### src/rtl/tss_ram.sv
// Generic single-write, single-read RAM with registered read data.
// Holds the per-row ratio stores of the solver; depends on nothing.
module tss_ram #(
  parameter int unsigned Width = 32,
  parameter int unsigned Depth = 64
) (
  input  logic                     clk_i,
  input  logic                     we_i,
  input  logic [$clog2(Depth)-1:0] waddr_i,
  input  logic [Width-1:0]         wdata_i,
  input  logic [$clog2(Depth)-1:0] raddr_i,
  output logic [Width-1:0]         rdata_o
);

  logic [Width-1:0] mem_q [Depth];
  logic [Width-1:0] rdata_q;

  always_ff @(posedge clk_i) begin
    if (we_i) begin
      mem_q[waddr_i] <= wdata_i;
    end
    rdata_q <= mem_q[raddr_i];
  end

  assign rdata_o = rdata_q;

endmodule

### config.mk
export PLATFORM = sky130hd
export DESIGN_NAME = tss_ram
export DESIGN_NICKNAME = d
export VERILOG_FILES = /design/src/rtl/tss_ram.sv
export SDC_FILE = /design/constraint.sdc
export NUM_CORES = 2
export LEC_CHECK = 0
export CELL_PAD_IN_SITES_DETAIL_PLACEMENT = 0
export CELL_PAD_IN_SITES_GLOBAL_PLACEMENT = 2
export CORE_MARGIN = 2
export CORE_UTILIZATION = 50
export DETAILED_ROUTE_END_ITERATION = 16
export DONT_BUFFER_PORTS = 1
export PLACE_DENSITY = 0.88
export SLEW_MARGIN = 20
export SYNTH_ARGS = -nofsm -noshare
export SYNTH_HDL_FRONTEND = slang
export SYNTH_SLANG_ARGS = --single-unit
### constraint.sdc
create_clock -name clk_i -period 7.1 [get_ports clk_i]
set_input_delay 1.065 -clock clk_i [delete_from_list [all_inputs] [get_ports clk_i]]
set_output_delay 1.065 -clock clk_i [all_outputs]
set_load 0.02 [all_outputs]
==> reports/qor.txt <==
Max-cap violations: 0
Die Footprint: 160,000 sq um
Seq/Total Area, Yosys: 0.791
vias in the first global route: 36,261
Syn Nets: 3,370
setup bufs post-CTS: 0
Fin Setup TNS: 0 ns
Hold Buf Count CTS: 0
Synth area leader: edfxtp_1
Cells after Synth: 3,324
Routed WL: 185 mm
Max Clk Rate: 0.250 GHz
CTS tree: yes
Antenna Cells: 0
WP data required: 7.75 ns
type of the worst setup path: in2reg
Critical Path End Type: flop
Netlist Area Pre-Place: 78,500 sq um
gr usage total: 0.232
Final setup viols: 0
PD cells: 285 nW/um^2
most common cell after layout, fill and taps aside: edfxtp_1
Clock Latency Late Sink: 0.82 ns
clock skew: 0.0362 ns
hold path cells: 0
CTS Sinks: 2,080
Yosys cell types: 34
share of the synthesized area in the top cell type: 0.783
min-delay worst type: in2reg
DP HPWL: 92.8 mm
launch point of the worst reg-to-reg path: mem_q[35][20]
Yosys reg bits: 2,080
Final #Nets: 3,466
DRT iter0 DRCs: 5,554
row cnt: 145
# DRC: 0
Critical Path Fanout Max: 109
FF-to-FF End: rdata_o[20]
Ys Warns: 0
largest net degree at the start of global routing: 514
initial antenna violation count: 3
die height: 400 um
Pins Over Slew Limit: 0
CP Launch Type: primary input
maximum VDD drop: 0.000263 V
Final GP Congestion: 0.788
WHS Endpoint: mem_q[47][5]
IO Count: 78
drt wl/cell: 32.8 um
core box area: 156,000 sq um
min-delay src: wdata_i[5]
area post-placement: 81,300 sq um
RSZ-0062 raised after global routing: false
CTS Buf Count: 198
die width: 400 um
H-tree levels: 4
FF-to-FF path depth: 5
layout cells sized above 1: 0.278
Hold Violations, Final: 0
Root Driver: clkbuf_16
Via Count: 36,054
standby leakage power: 27.1 nW
IO Port Bufs: 0
Initial Util: 0.503
CTS Buffer Depth: 3
Final period util: 0.563
Clk pin slew, worst setup/hold paths: 0.06 ns
residual antenna-violating net count after detailed routing: 0
Worst-Margin Slew: 1.21 ns
via/cell ratio: 6.38
Layout area overhead: 12.0%
fin area: 88,000 sq um
commonest cells after routing, fill and taps aside: edfxtp_1, mux4_2, clkbuf_16
GRT overflow: 0
Area contributors post-synth: edfxtp_1, mux4_2, mux2i_1, dfxtp_1, o22ai_1
post-CTS resize count: 0
global-route wire length before repair: 264 mm
Pre-antenna DRT Iters: 6
slew margin rel.: 0.193
status: finished, final reports clean
WP data arrival: 4.64 ns
minimum clock period: 4.00 ns
Post-Syn Area per Cell: 23.6 sq um
Worst R2R Setup Slack: 5.00 ns
## cell usage after synthesis
library cell / n
a21oi_1: 62
a22oi_1: 12
a311oi_1: 8
a31oi_1: 1
a41o_1: 4
and2_1: 2
and3_1: 4
buf_1: 21
buf_2: 57
buf_4: 25
buf_6: 5
clkbuf_1: 74
dfxtp_1: 32
edfxtp_1: 2048
mux2i_1: 93
mux4_2: 544
nand2_1: 26
nand2b_1: 8
nand3_1: 5
nand3b_1: 5
nand4_1: 2
nand4b_1: 1
nor2_1: 137
nor2b_1: 15
nor3_1: 7
o221ai_1: 27
o22ai_1: 84
o32ai_1: 4
or2_0: 1
or2_1: 1
or2_2: 1
or3_1: 3
or3b_1: 2
or3b_2: 3
## metrics by stage
step | power (mW) | util | hold WS (ns) | setup WS [ns] | cells
finish | 25.1 | 0.564 | 0.337 | 3.10 | 5650
global placement | 14.6 | 0.521 | 0.715 | 3.58 | 5271
detailed placement | 14.7 | 0.521 | 0.715 | 3.62 | 5273
global route | 25.7 | 0.564 | 0.303 | 2.92 | 5650
CTS | 25.1 | 0.563 | 0.287 | 4.47 | 5645
floorplan | 14.6 | - | 0.663 | 2.88 | 3324
## critical path, stage by stage
cell and delay, ns:
buf_16 0.45, buf_16 0.54, buf_16 0.61, mux4_2 0.58, mux2i_1 0.27, a21oi_1 0.26, a21oi_1 0.32, nor2_1 0.18
## worst max-delay path by stage
stage                     from             to  slack [ns]  cells after the start
floorplan           waddr_i[3]   mem_q[48][0]        2.88                      4
global placement          we_i  mem_q[62][23]        3.58                      3
detailed placement        we_i  mem_q[30][12]        3.62                      4
CTS                       we_i  mem_q[30][30]        4.47                      4
global route        raddr_i[0]    rdata_o[18]        2.92                      8
finish              raddr_i[0]     rdata_o[3]        3.10                      8
## metal layers
layer	up-vias	wire, um	GRT usage
met5	-	0	0
met4	0	4710	0.0657
met3	280	25000	0.0799
met2	2225	86700	0.351
met1	19079	68800	0.323
li1	14470	-	-
## state kept, by name, indices dropped and copies added, names as in the netlist
signal / flops
mem_q: 2048
rdata_o: 32
## cell families (layout without fill, tap and decap cells)
family / after synthesis / after routing / synth area share
buffers and inverters: 182 / 450 / 0.0113
AND/OR/NAND/NOR: 223 / 223 / 0.0127
AO/OA/AOI/OAI: 202 / 202 / 0.0167
flip-flops: 2080 / 2080 / 0.791
multiplexers: 637 / 637 / 0.168
## layout make-up
cell class / instances / area (sq um)
multi-input cells: 1062 / 16000
clock inverters: 128 / 1290
fillers: 10939 / 68100
well taps: 2058 / 2570
repair buffers: 78 / 711
flip-flops and latches: 2080 / 62100
clock buffers: 244 / 5290
## power by group
| group | switching (mW) | total, mW | leakage (nW) | internal (mW) |
|---|---|---|---|---|
| registers | 0.111 | 13.7 | 18.7 | 13.6 |
| logic | 0.403 | 0.809 | 5.13 | 0.406 |
| clock network | 4.54 | 10.6 | 3.24 | 6.05 |
| total | 5.05 | 25.1 | 27.1 | 20.0 |
No activity file was read; power rests on OpenSTA's default activity.
